[config.mk]
export PLATFORM = sky130hd
export DESIGN_NAME = command_line_parser_top_flat
export DESIGN_NICKNAME = d
export VERILOG_FILES = /design/src/clp_pkg.sv /design/src/clp_ifs.sv /design/src/command_line_parser_top.sv /design/src/clp_front.sv /design/src/clp_queue.sv /design/src/clp_back.sv /design/src/flat_wrapper.sv
export SDC_FILE = /design/constraint.sdc
export NUM_CORES = 1
export LEC_CHECK = 0
export ABC_AREA = 0
export BUFFER_PORTS_ARGS = -buffer_cell sky130_fd_sc_hd__buf_2
export CAP_MARGIN = 40
export CORE_ASPECT_RATIO = 0.7
export CORE_MARGIN = 5
export CORE_UTILIZATION = 30
export CTS_BUF_LIST = sky130_fd_sc_hd__clkbuf_8
export CTS_CLUSTER_SIZE = 28
export DETAILED_ROUTE_END_ITERATION = 16
export PLACE_DENSITY = 0.48
export SETUP_SLACK_MARGIN = 0.2
export SYNTH_ARGS = -nofsm -noshare
export SYNTH_HDL_FRONTEND = slang
export SYNTH_SLANG_ARGS = --single-unit
[constraint.sdc]
create_clock -name i_clk -period 11.7 [get_ports i_clk]
set_input_delay 0.585 -clock i_clk [delete_from_list [all_inputs] [get_ports i_clk]]
set_output_delay 0.585 -clock i_clk [all_outputs]
set_load 0.005 [all_outputs]
[src/clp_pkg.sv]
// shared types, codes and keyword table of the command line parser
package clp_pkg;

    localparam int CLP_QUEUE_DEPTH = 2;
    localparam int KW_COUNT = 5;
    localparam int KW_MAX_LEN = 8;
    localparam int MAX_DIGITS_W = 4;
    localparam logic [MAX_DIGITS_W-1:0] SHORT_DIGITS = 4'd5;
    localparam logic [MAX_DIGITS_W-1:0] LONG_DIGITS = 4'd10;
    localparam logic [34:0] SHORT_LIMIT = 35'd65535;
    localparam logic [34:0] LONG_LIMIT = 35'd2147483647;

    localparam logic [7:0] CH_NL = 8'd10;
    localparam logic [7:0] CH_SP = 8'd32;
    localparam logic [7:0] CH_HASH = 8'd35;
    localparam logic [7:0] CH_ZERO = 8'd48;
    localparam logic [7:0] CH_NINE = 8'd57;

    typedef enum logic [2:0] {
        CMD_EMPTY     = 3'd0,
        CMD_COMMENT   = 3'd1,
        CMD_ERROR     = 3'd2,
        CMD_ADD_USER  = 3'd3,
        CMD_DEL_USER  = 3'd4,
        CMD_ADD_MOVIE = 3'd5,
        CMD_DEL_MOVIE = 3'd6,
        CMD_MARATHON  = 3'd7
    } t_cmd;

    typedef enum logic [2:0] {
        K_NL    = 3'd0,
        K_SP    = 3'd1,
        K_HASH  = 3'd2,
        K_DIGIT = 3'd3,
        K_OTHER = 3'd4,
        K_EOI   = 3'd5
    } t_kind;

    typedef struct packed {
        t_kind      kind;
        logic [3:0] digit;
        logic [7:0] ch;
    } t_token;

    // keyword byte i sits in bits 8i+7..8i
    localparam logic [63:0] KW_TEXT [KW_COUNT] = '{
        64'h0072657355646461,
        64'h00726573556c6564,
        64'h6569766f4d646461,
        64'h6569766f4d6c6564,
        64'h6e6f68746172616d
    };
    localparam logic [MAX_DIGITS_W-1:0] KW_LEN [KW_COUNT] = '{
        4'd7, 4'd7, 4'd8, 4'd8, 4'd8
    };
    localparam t_cmd KW_CMD [KW_COUNT] = '{
        CMD_ADD_USER, CMD_DEL_USER, CMD_ADD_MOVIE, CMD_DEL_MOVIE, CMD_MARATHON
    };

endpackage

[src/clp_ifs.sv]
// valid/ready channel interfaces for text bytes and decoded commands
interface clp_in_if;
    logic       valid;
    logic       ready;
    logic [7:0] byte_in;
    logic       end_of_input;
    modport source (output valid, output byte_in, output end_of_input, input ready);
    modport sink (input valid, input byte_in, input end_of_input, output ready);
endinterface

interface clp_out_if;
    logic        valid;
    logic        ready;
    logic [2:0]  command;
    logic [15:0] parent_id;
    logic [15:0] user_id;
    logic [30:0] long_arg;
    modport source (output valid, output command, output parent_id, output user_id,
                    output long_arg, input ready);
    modport sink (input valid, input command, input parent_id, input user_id,
                  input long_arg, output ready);
endinterface

[src/command_line_parser_top.sv]
// top level of the command line parser
// a line end byte passes the token queue register and then the result register before its result turns valid
// throughput: one byte per cycle while neither the queue nor a blocked result register stalls the flow
// a byte-to-token queue of QUEUE_DEPTH entries lets front and back stall apart
// reset: synchronous, active low; clears queue, line state and result valid at once
module command_line_parser_top #(
    parameter int QUEUE_DEPTH = clp_pkg::CLP_QUEUE_DEPTH
) (
    input  logic      i_clk,
    input  logic      i_rst_n,
    clp_in_if.sink    i_in,
    clp_out_if.source o_res
);
    import clp_pkg::*;

    logic   push, full, q_valid, pop;
    t_token push_token, q_token;

    clp_front u_front (
        .i_in    (i_in),
        .i_full  (full),
        .o_push  (push),
        .o_token (push_token)
    );

    clp_queue #(
        .DEPTH (QUEUE_DEPTH)
    ) u_queue (
        .i_clk   (i_clk),
        .i_rst_n (i_rst_n),
        .i_push  (push),
        .i_token (push_token),
        .o_full  (full),
        .i_pop   (pop),
        .o_valid (q_valid),
        .o_token (q_token)
    );

    clp_back u_back (
        .i_clk   (i_clk),
        .i_rst_n (i_rst_n),
        .i_valid (q_valid),
        .i_token (q_token),
        .o_pop   (pop),
        .o_res   (o_res)
    );

endmodule

[src/clp_front.sv]
// front end: accepts text bytes and classifies them into tokens
module clp_front (
    clp_in_if.sink          i_in,
    input  logic            i_full,
    output logic            o_push,
    output clp_pkg::t_token o_token
);
    import clp_pkg::*;

    assign i_in.ready = !i_full;
    assign o_push = i_in.valid && !i_full;

    always_comb begin
        o_token.ch = i_in.byte_in;
        o_token.digit = i_in.byte_in[3:0];
        if (i_in.end_of_input) begin
            o_token.kind = K_EOI;
        end else if (i_in.byte_in == CH_NL) begin
            o_token.kind = K_NL;
        end else if (i_in.byte_in == CH_SP) begin
            o_token.kind = K_SP;
        end else if (i_in.byte_in == CH_HASH) begin
            o_token.kind = K_HASH;
        end else if (i_in.byte_in >= CH_ZERO && i_in.byte_in <= CH_NINE) begin
            o_token.kind = K_DIGIT;
        end else begin
            o_token.kind = K_OTHER;
        end
    end

endmodule

[src/clp_queue.sv]
// short token queue between front end and back end
module clp_queue #(
    parameter int DEPTH = clp_pkg::CLP_QUEUE_DEPTH
) (
    input  logic            i_clk,
    input  logic            i_rst_n,
    input  logic            i_push,
    input  clp_pkg::t_token i_token,
    output logic            o_full,
    input  logic            i_pop,
    output logic            o_valid,
    output clp_pkg::t_token o_token
);
    import clp_pkg::*;

    localparam int PTR_W = (DEPTH > 1) ? $clog2(DEPTH) : 1;
    localparam int CNT_W = $clog2(DEPTH + 1);

    t_token             r_mem [DEPTH];
    logic [PTR_W-1:0]   r_wr_ptr, n_wr_ptr;
    logic [PTR_W-1:0]   r_rd_ptr, n_rd_ptr;
    logic [CNT_W-1:0]   r_count, n_count;
    logic               do_push, do_pop;

    assign o_full = (r_count == CNT_W'(DEPTH));
    assign o_valid = (r_count != '0);
    assign o_token = r_mem[r_rd_ptr];
    assign do_push = i_push && !o_full;
    assign do_pop = i_pop && o_valid;

    always_comb begin
        n_wr_ptr = r_wr_ptr;
        n_rd_ptr = r_rd_ptr;
        n_count = r_count;
        if (do_push) begin
            n_wr_ptr = (r_wr_ptr == PTR_W'(DEPTH - 1)) ? '0 : r_wr_ptr + PTR_W'(1);
        end
        if (do_pop) begin
            n_rd_ptr = (r_rd_ptr == PTR_W'(DEPTH - 1)) ? '0 : r_rd_ptr + PTR_W'(1);
        end
        if (do_push && !do_pop) begin
            n_count = r_count + CNT_W'(1);
        end else if (do_pop && !do_push) begin
            n_count = r_count - CNT_W'(1);
        end
    end

    always_ff @(posedge i_clk) begin
        if (!i_rst_n) begin
            r_wr_ptr <= '0;
            r_rd_ptr <= '0;
            r_count <= '0;
        end else begin
            r_wr_ptr <= n_wr_ptr;
            r_rd_ptr <= n_rd_ptr;
            r_count <= n_count;
        end
    end

    always_ff @(posedge i_clk) begin
        if (do_push) begin
            r_mem[r_wr_ptr] <= i_token;
        end
    end

    a_count_bound: assert property (@(posedge i_clk) disable iff (!i_rst_n)
        r_count <= CNT_W'(DEPTH))
        else $error("queue count beyond depth");
    a_no_push_full: assert property (@(posedge i_clk) disable iff (!i_rst_n)
        i_push |-> !o_full)
        else $error("push into full queue");
    a_pop_count: assert property (@(posedge i_clk) disable iff (!i_rst_n)
        (do_pop && !do_push) |=> (r_count == $past(r_count) - CNT_W'(1)))
        else $error("pop did not reduce count");

endmodule

[src/clp_back.sv]
// back end: line state machine, argument decode and result register
module clp_back (
    input  logic            i_clk,
    input  logic            i_rst_n,
    input  logic            i_valid,
    input  clp_pkg::t_token i_token,
    output logic            o_pop,
    clp_out_if.source       o_res
);
    import clp_pkg::*;

    typedef enum logic [5:0] {
        PH_START   = 6'b000001,
        PH_COMMENT = 6'b000010,
        PH_KEY     = 6'b000100,
        PH_ARG1    = 6'b001000,
        PH_ARG2    = 6'b010000,
        PH_SKIP    = 6'b100000
    } t_phase;

    t_phase                  r_phase, n_phase;
    logic [MAX_DIGITS_W-1:0] r_count, n_count;
    logic [KW_COUNT-1:0]     r_kw_hit, n_kw_hit;
    logic [30:0]             r_acc, n_acc;
    logic                    r_lz, n_lz;
    t_cmd                    r_pend, n_pend;
    logic [15:0]             r_first, n_first;

    logic        r_out_valid;
    t_cmd        r_out_cmd;
    logic [15:0] r_out_parent, r_out_user;
    logic [30:0] r_out_long;

    logic        emit;
    t_cmd        e_cmd;
    logic [15:0] e_parent, e_user;
    logic [30:0] e_long;
    logic        do_clear, do_fail;
    logic        is_long, want_nl, over, kw_found;
    t_cmd        kw_cmd;
    logic [34:0] acc10, nv;
    logic [5:0]  bit_pos;

    assign o_pop = i_valid && (!r_out_valid || o_res.ready);

    assign is_long = (r_phase == PH_ARG2) && (r_pend != CMD_ADD_USER);
    assign want_nl = (r_phase == PH_ARG2) || (r_pend == CMD_DEL_USER);
    assign acc10 = {1'b0, r_acc, 3'b000} + {3'b000, r_acc, 1'b0};
    assign nv = acc10 + {31'd0, i_token.digit};
    assign over = is_long ? (nv > LONG_LIMIT) : (nv > SHORT_LIMIT);
    assign bit_pos = {r_count[2:0], 3'b000};

    always_comb begin
        kw_found = 1'b0;
        kw_cmd = CMD_ERROR;
        for (int k = KW_COUNT - 1; k >= 0; k--) begin
            if (r_kw_hit[k] && r_count == KW_LEN[k]) begin
                kw_found = 1'b1;
                kw_cmd = KW_CMD[k];
            end
        end
    end

    always_comb begin
        n_phase = r_phase;
        n_count = r_count;
        n_kw_hit = r_kw_hit;
        n_acc = r_acc;
        n_lz = r_lz;
        n_pend = r_pend;
        n_first = r_first;
        emit = 1'b0;
        e_cmd = CMD_ERROR;
        e_parent = '0;
        e_user = '0;
        e_long = '0;
        do_clear = 1'b0;
        do_fail = 1'b0;

        if (i_token.kind == K_EOI) begin
            if (r_phase == PH_COMMENT) begin
                emit = 1'b1;
                e_cmd = CMD_COMMENT;
            end else if (r_phase != PH_START) begin
                emit = 1'b1;
                e_cmd = CMD_ERROR;
            end
            do_clear = 1'b1;
        end else begin
            case (r_phase)
                PH_START, PH_KEY: begin
                    if (r_phase == PH_START && i_token.kind == K_NL) begin
                        emit = 1'b1;
                        e_cmd = CMD_EMPTY;
                    end else if (r_phase == PH_START && i_token.kind == K_HASH) begin
                        n_phase = PH_COMMENT;
                    end else if (i_token.kind == K_SP) begin
                        if (!kw_found) begin
                            do_fail = 1'b1;
                        end else begin
                            n_pend = kw_cmd;
                            n_phase = PH_ARG1;
                            n_count = '0;
                            n_acc = '0;
                            n_lz = 1'b0;
                        end
                    end else if (i_token.kind == K_NL
                                 || r_count >= MAX_DIGITS_W'(KW_MAX_LEN)) begin
                        do_fail = 1'b1;
                    end else begin
                        for (int k = 0; k < KW_COUNT; k++) begin
                            n_kw_hit[k] = r_kw_hit[k] && (r_count < KW_LEN[k])
                                          && (KW_TEXT[k][bit_pos +: 8] == i_token.ch);
                        end
                        n_count = r_count + MAX_DIGITS_W'(1);
                        n_phase = PH_KEY;
                    end
                end
                PH_COMMENT: begin
                    if (i_token.kind == K_NL) begin
                        emit = 1'b1;
                        e_cmd = CMD_COMMENT;
                        do_clear = 1'b1;
                    end
                end
                PH_ARG1, PH_ARG2: begin
                    if (i_token.kind == K_DIGIT) begin
                        if (r_count >= (is_long ? LONG_DIGITS : SHORT_DIGITS)
                            || (r_count != '0 && r_lz) || over) begin
                            do_fail = 1'b1;
                        end else begin
                            n_acc = nv[30:0];
                            n_count = r_count + MAX_DIGITS_W'(1);
                        end
                        if (r_count == '0 && i_token.digit == 4'd0) begin
                            n_lz = 1'b1;
                        end
                    end else if (i_token.kind == K_SP || i_token.kind == K_NL) begin
                        if (r_count == '0 || ((i_token.kind == K_NL) != want_nl)) begin
                            do_fail = 1'b1;
                        end else if (i_token.kind == K_SP) begin
                            n_first = r_acc[15:0];
                            n_phase = PH_ARG2;
                            n_count = '0;
                            n_acc = '0;
                            n_lz = 1'b0;
                        end else begin
                            emit = 1'b1;
                            e_cmd = r_pend;
                            do_clear = 1'b1;
                            if (r_phase == PH_ARG1) begin
                                e_user = r_acc[15:0];
                            end else if (r_pend == CMD_ADD_USER) begin
                                e_parent = r_first;
                                e_user = r_acc[15:0];
                            end else begin
                                e_user = r_first;
                                e_long = r_acc;
                            end
                        end
                    end else begin
                        do_fail = 1'b1;
                    end
                end
                PH_SKIP: begin
                    if (i_token.kind == K_NL) begin
                        emit = 1'b1;
                        e_cmd = CMD_ERROR;
                        do_clear = 1'b1;
                    end
                end
                default: begin
                    do_clear = 1'b1;
                end
            endcase
        end

        if (do_fail) begin
            if (i_token.kind == K_NL) begin
                emit = 1'b1;
                e_cmd = CMD_ERROR;
                do_clear = 1'b1;
            end else begin
                n_phase = PH_SKIP;
            end
        end

        if (do_clear) begin
            n_phase = PH_START;
            n_count = '0;
            n_kw_hit = '1;
            n_acc = '0;
            n_lz = 1'b0;
            n_pend = CMD_EMPTY;
            n_first = '0;
        end
    end

    always_ff @(posedge i_clk) begin
        if (!i_rst_n) begin
            r_phase <= PH_START;
            r_count <= '0;
            r_kw_hit <= '1;
            r_acc <= '0;
            r_lz <= 1'b0;
            r_pend <= CMD_EMPTY;
            r_first <= '0;
            r_out_valid <= 1'b0;
        end else begin
            if (o_pop) begin
                r_phase <= n_phase;
                r_count <= n_count;
                r_kw_hit <= n_kw_hit;
                r_acc <= n_acc;
                r_lz <= n_lz;
                r_pend <= n_pend;
                r_first <= n_first;
            end
            if (o_pop && emit) begin
                r_out_valid <= 1'b1;
            end else if (o_res.ready) begin
                r_out_valid <= 1'b0;
            end
        end
    end

    always_ff @(posedge i_clk) begin
        if (o_pop && emit) begin
            r_out_cmd <= e_cmd;
            r_out_parent <= e_parent;
            r_out_user <= e_user;
            r_out_long <= e_long;
        end
    end

    assign o_res.valid = r_out_valid;
    assign o_res.command = r_out_cmd;
    assign o_res.parent_id = r_out_parent;
    assign o_res.user_id = r_out_user;
    assign o_res.long_arg = r_out_long;

    a_count_bound: assert property (@(posedge i_clk) disable iff (!i_rst_n)
        r_count <= LONG_DIGITS)
        else $error("character count out of range");
    a_plain_fields: assert property (@(posedge i_clk) disable iff (!i_rst_n)
        (r_out_valid && r_out_cmd < CMD_ADD_USER)
        |-> (r_out_parent == '0 && r_out_user == '0 && r_out_long == '0))
        else $error("argument fields set on empty, comment or error");
    a_long_only_movie: assert property (@(posedge i_clk) disable iff (!i_rst_n)
        (r_out_valid && r_out_cmd < CMD_ADD_MOVIE) |-> (r_out_long == '0))
        else $error("long argument set on a short-only command");
    a_no_pop_blocked: assert property (@(posedge i_clk) disable iff (!i_rst_n)
        (r_out_valid && !o_res.ready) |-> !o_pop)
        else $error("token taken while result is blocked");

endmodule

[src/flat_wrapper.sv]
// flat-port wrapper written by rule: the top's interface ports become plain ports
module command_line_parser_top_flat import clp_pkg::*;
#(
    parameter int QUEUE_DEPTH = clp_pkg::CLP_QUEUE_DEPTH
)
  (i_clk, i_rst_n, i_in_valid, i_in_byte_in, i_in_end_of_input, i_in_ready, o_res_valid, o_res_command, o_res_parent_id, o_res_user_id, o_res_long_arg, o_res_ready);
  clp_in_if i_in_i ();
  clp_out_if o_res_i ();
  input  logic i_clk;
  input  logic i_rst_n;
  input wire logic [$bits(i_in_i.valid)-1:0] i_in_valid;
  input wire logic [$bits(i_in_i.byte_in)-1:0] i_in_byte_in;
  input wire logic [$bits(i_in_i.end_of_input)-1:0] i_in_end_of_input;
  output wire logic [$bits(i_in_i.ready)-1:0] i_in_ready;
  output wire logic [$bits(o_res_i.valid)-1:0] o_res_valid;
  output wire logic [$bits(o_res_i.command)-1:0] o_res_command;
  output wire logic [$bits(o_res_i.parent_id)-1:0] o_res_parent_id;
  output wire logic [$bits(o_res_i.user_id)-1:0] o_res_user_id;
  output wire logic [$bits(o_res_i.long_arg)-1:0] o_res_long_arg;
  input wire logic [$bits(o_res_i.ready)-1:0] o_res_ready;
  assign i_in_i.valid = i_in_valid;
  assign i_in_i.byte_in = i_in_byte_in;
  assign i_in_i.end_of_input = i_in_end_of_input;
  assign i_in_ready = i_in_i.ready;
  assign o_res_valid = o_res_i.valid;
  assign o_res_command = o_res_i.command;
  assign o_res_parent_id = o_res_i.parent_id;
  assign o_res_user_id = o_res_i.user_id;
  assign o_res_long_arg = o_res_i.long_arg;
  assign o_res_i.ready = o_res_ready;
  command_line_parser_top #(.QUEUE_DEPTH(QUEUE_DEPTH)) u_core (.i_clk(i_clk), .i_rst_n(i_rst_n), .i_in(i_in_i), .o_res(o_res_i));
endmodule
Yosys cells after proc, flatten, opt, wreduce, memory -nomap -nowiden. Memories as Yosys holds them, arrays and structs flattened. A register that Yosys moved wholly into a read port is not among the register bits. Cells that the tools add are included.

Divide/modulo/power cells: 0. Bitwise gates (word level): 3. Multipliers: 0. Mux-type cells: 139. Equal/unequal tests: 44. $add $sub $neg: 7. Order comparisons: 8. Shifts and indexed selects: 5. Reductions and logical operators: 64.

Operators by type and width (count): 2-to-1 mux 31 bit (11); variable part select 64 x 7 -> 8 bit, first input constant (5); 2-to-1 mux 16 bit (9); 2-to-1 mux 6 bit (13); 2-to-1 mux 3 bit (24); case mux 31 bit (2 select lines) (1); 2-to-1 mux 4 bit (13); 2-to-1 mux 1 bit (49); == test 8 bit (5); adder 34 x 32 -> 35 bit (1); adder 35 x 4 -> 35 bit (1); > comparator 35 x 16 -> 1 bit, second input constant (1); > comparator 35 x 31 -> 1 bit, second input constant (1); 2-to-1 mux 5 bit (7); AND reduction 11 bit (3); logical AND 1 bit (28); inequality test 4 bit, second input constant (7); AND reduction 7 bit (3); == test 8 x 6 -> 1 bit, second input constant (2); nonzero test 2 bit (8); OR reduction 8 bit (2); inequality test 2 bit, second input constant (7); inequality test 3 bit, second input constant (4); case mux 6 bit (2 select lines) (1); other kinds (40) (64).

Output and inout bits: 68. Register bits: 137. Memory bits (read-only): 0. Memory bits (writable): 30. Latch bits: 0. Word-level logic and storage cells: 286. Memories kept: 1.

Memory list: u_core.u_queue.r_mem (words 2, bits a word 15, read ports 1, clocked after Yosys merged registers in 1, wr ports 1, line clp_queue.sv:19) `t_token r_mem [DEPTH];`.

Logic depth before layout (Yosys ltp).
Depth in word-level cells: 16. Mapped depth: 21. Mapped depth without buffers: 17.

Modules after synthesis. A second synthesis with hierarchy kept.

Cell total of the unflattened synthesis: 1095. Area total of the unflattened synthesis: 10313.6 um^2.

Modules (own cells, without submodules): clp_back (cells each 995, area an instance 8797.2 um^2, seq. area each 3323.2 um^2, instances 1); clp_queue (cells each 72, area an instance 1318.8 um^2, seq. area each 1001.0 um^2, instances 1); clp_front (cells each 28, area an instance 197.7 um^2, seq. area each 0.0 um^2, instances 1).

Worst setup path after synthesis. OpenSTA, ideal clock, no wires.

Path type: register to register. Start point: register (tool-made name). End point: register u_core.u_back.r_out_cmd[0] (netlist: u_core.u_back.o_res.command[0]), enable pin. Arrival: 7.643 ns. Clock period less this slack: 8.171 ns. Slack: 3.529 ns. Stages on the path, launching flop included: 18. Library setup time: 0.527 ns. Cells stage by stage: dfxtp_1 buf_2 buf_1 mux2i_1 clkbuf_1 fa_1 fa_1 nand2b_1 a21oi_1 o21ai_0 a31oi_1 xor2_1 nand4b_1 nor4_2 nand3_2 a211oi_1 or2_2 a41oi_1.

RTL lines: to (signal assigned) (line clp_back.sv:229) `r_out_cmd <= e_cmd;`; to (decl) (line clp_back.sv:30) `t_cmd r_out_cmd;`.

==> results.sh <==
export IMPL_status="finished, final reports clean"
export IMPL_synth_distinct_cells=78
export IMPL_synth_fp_nets=1184
export IMPL_drt_wirelength_per_cell_um=17.8
export IMPL_numCtsBuffers=17
export IMPL_dr_pass1_iters=6
export IMPL_ant_nets=0
export IMPL_cts_setup_buffers=0
export IMPL_core_area_mm2=0.0333
export IMPL_port_buffers=80
export IMPL_period_minus_slack_ns=6.10
export IMPL_fp_dieW_um=229
export IMPL_setup_worst_path_class="flop to flop"
export IMPL_final_cell_mix="108 x nor2_1, 93 x a21oi_1, 90 x nand2_1"
export IMPL_first_iter_violations=714
export IMPL_cts_buffer_depth=2
export IMPL_final_setup_tns_ns=0
export IMPL_yosys_warnings=0
export IMPL_synth_edf_count=88
export IMPL_total_power_mw=1.70
export IMPL_vias_per_cell=5.20
export IMPL_drv_cap=0
export IMPL_grt_pass1_wl_um=45700
export IMPL_crit_required_ns=11.82
export IMPL_ys_flop_type="edfxtp_1"
export IMPL_cp_end_kind="flop"
export IMPL_grt_max_degree=65
export IMPL_cts_sinks=160
export IMPL_slew_violations=0
export IMPL_diodes=0
export IMPL_r2r_slack_ns=5.60
export IMPL_hold_path_class="primary input to flop"
export IMPL_clock_skew_ns=0.0185
export IMPL_avgSynthCellArea_um2=9.20
export IMPL_io_pins=81
export IMPL_synth_async_sr_flop_share=0
export IMPL_nets=1243
export IMPL_grt_setup_unrepaired="no"
export IMPL_grt_overflow_total=0
export IMPL_start_kind="flop"
export IMPL_dp_hpwl_um=21100
export IMPL_cts_tree="yes"
export IMPL_synth_seq_cells=160
export IMPL_wirelength_um=28400
export IMPL_regArea_mm2=0.00408
export IMPL_hold_buffers=0
export IMPL_p_leak_nw=4.48
export IMPL_final_hold_viol_count=0
export IMPL_start_util=0.302
export IMPL_worst_skew_pair_late_latency_ns=0.50
export IMPL_setup_viol=0
export IMPL_final_common_cell="nor2_1"
export IMPL_fin_crit_sh=0.522
export IMPL_netlist_area_mm2=0.0101
export IMPL_fp_row_count=56
export IMPL_ir_drop_mv=0.0743
export IMPL_worstMarginPinSlew_ns=0.888
export IMPL_grt_pass1_vias=7799
export IMPL_multi_input_area_mm2=0.00567
export IMPL_dieArea_mm2=0.0374
export IMPL_netlist_instances=1094
export IMPL_worst_ep_arrival_time_ns=6.23
export IMPL_fillCellCount=3389
export IMPL_antenna_found_initial=0
export IMPL_drive_above_1_share=0.131
export IMPL_fmax_ghz=0.164
export IMPL_die_h_um=163
export IMPL_gp_congestion=0.924
export IMPL_powerDensity_mw_per_mm2=151
export IMPL_cts_resized=0
export IMPL_drc=0
export IMPL_syn_to_final_growth_pct=12.3
export IMPL_grt_usage=0.153
export IMPL_ctsRootBufferMaster="clkbuf_8"
export IMPL_via_count=8330
export IMPL_relSlewSlack=0.408
export IMPL_clk_pin_slew_ns=0.10
export IMPL_crit_fanout=54
export IMPL_ys_seq_area_frac=0.406
export IMPL_htree_levels=4
==> final timing paths <==
path,start,to,depth (start not counted)
worst max register to register,flop,u_core.u_back.o_res.long_arg[4],18
worst min-delay path,i_in_byte_in[7],u_core.u_queue.r_mem[1][7],1
worst max-delay path,flop,u_core.u_back.o_res.long_arg[4],18
worst min register to register,u_core.u_back.r_first[0],u_core.u_back.r_first[0],2
==> final cells by class <==
class	instances	share of cell area
clock inverters	14	0.0127
multi-input cells	850	0.501
clock buffers	18	0.0219
flip-flops and latches	160	0.361
repair buffers	92	0.0441
well taps	435	0.0482
inverters	32	0.0106
==> routing by layer <==
metal  track usage  part of all wire  vias up  routed length [um]
li1              -                 -     4107                   -
met1         0.250              0.55     3947               15700
met2         0.196              0.37      258               10500
met3        0.0407             0.071       18                2020
met4        0.0314            0.0083        0                 237
met5             0                 0        -                   0
==> per-stage QoR <==
step                      worst slack, ns  utilization  cell area (um^2)  std cells  hold WS, ns
after floorplan                      3.53            -             10100       1094        0.440
after global routing                 5.05        0.340             11300       1601        0.256
after global placement               5.77        0.327             10900       1566        0.449
final                                5.60        0.340             11300       1601        0.299
after CTS                            5.54        0.340             11300       1601        0.254
after detailed placement             5.58        0.328             10900       1569        0.459
==> worst max-delay path: stages (launching register included) <==
cell and delay (ns):
dfxtp_1 0.82, mux2i_1 0.49, inv_1 0.19, ha_1 0.32, ha_1 0.16, inv_1 0.05, fa_1 0.37, nand2b_1 0.19
a21oi_1 0.23, o21ai_0 0.27, o211ai_1 0.26, a21oi_1 0.11, o21ai_0 0.28, nor4_2 0.10, nand3_2 0.14, a211oi_1 0.13
or2_2 0.35, a41oi_4 0.54, buf_4 0.66
==> Yosys cell counts (8+ instances only) <==
master / instances / share of area
clkbuf_1: 36 / 0.013
o21a_1: 9 / 0.0067
nand3_1: 52 / 0.026
nor2_1: 109 / 0.041
ha_1: 75 / 0.093
xnor2_1: 29 / 0.025
mux2i_1: 42 / 0.042
nor4_1: 8 / 0.0050
dfxtp_1: 72 / 0.14
o211ai_1: 11 / 0.0082
a21o_1: 17 / 0.013
and2_1: 53 / 0.033
inv_1: 30 / 0.011
a31oi_1: 12 / 0.0075
nor3_1: 30 / 0.015
nand4_1: 12 / 0.0075
o21ai_0: 40 / 0.020
nand2_1: 90 / 0.034
edfxtp_1: 88 / 0.26
nand2b_1: 31 / 0.019
a21oi_1: 93 / 0.046
xor2_1: 18 / 0.016
==> power breakdown <==
part	leakage [nW]	switching, mW	internal (mW)
Sequential	1.37	0.0463	0.653
Combinational	2.91	0.378	0.203
Clock	0.199	0.241	0.181
Total	4.48	0.666	1.04
==> state kept, by name, summed over array words and instances, names as in the netlist, 5 cells and up, named ones only <==
name / count
u_core.u_back.o_res.long_arg: 31
u_core.u_back.o_res.parent_id: 16
u_core.u_back.o_res.user_id: 16
u_core.u_back.r_acc: 31
u_core.u_back.r_first: 16
u_core.u_back.r_kw_hit: 5
u_core.u_back.r_phase: 6
u_core.u_queue.r_mem: 22
==> logic make-up (layout without fill, tap and decap cells) <==
group / Yosys count / after routing / synth area share
XOR/XNOR: 47 / 47 / 0.0409
AND/OR/NAND/NOR: 423 / 423 / 0.209
buffers and inverters: 84 / 156 / 0.0349
multiplexers: 45 / 45 / 0.0451
flip-flops: 160 / 160 / 0.406
AO/OA/AOI/OAI: 258 / 258 / 0.167
adder cells (fa/ha/maj): 77 / 77 / 0.0973
Note: power is estimated with default switching activity, not from simulation.
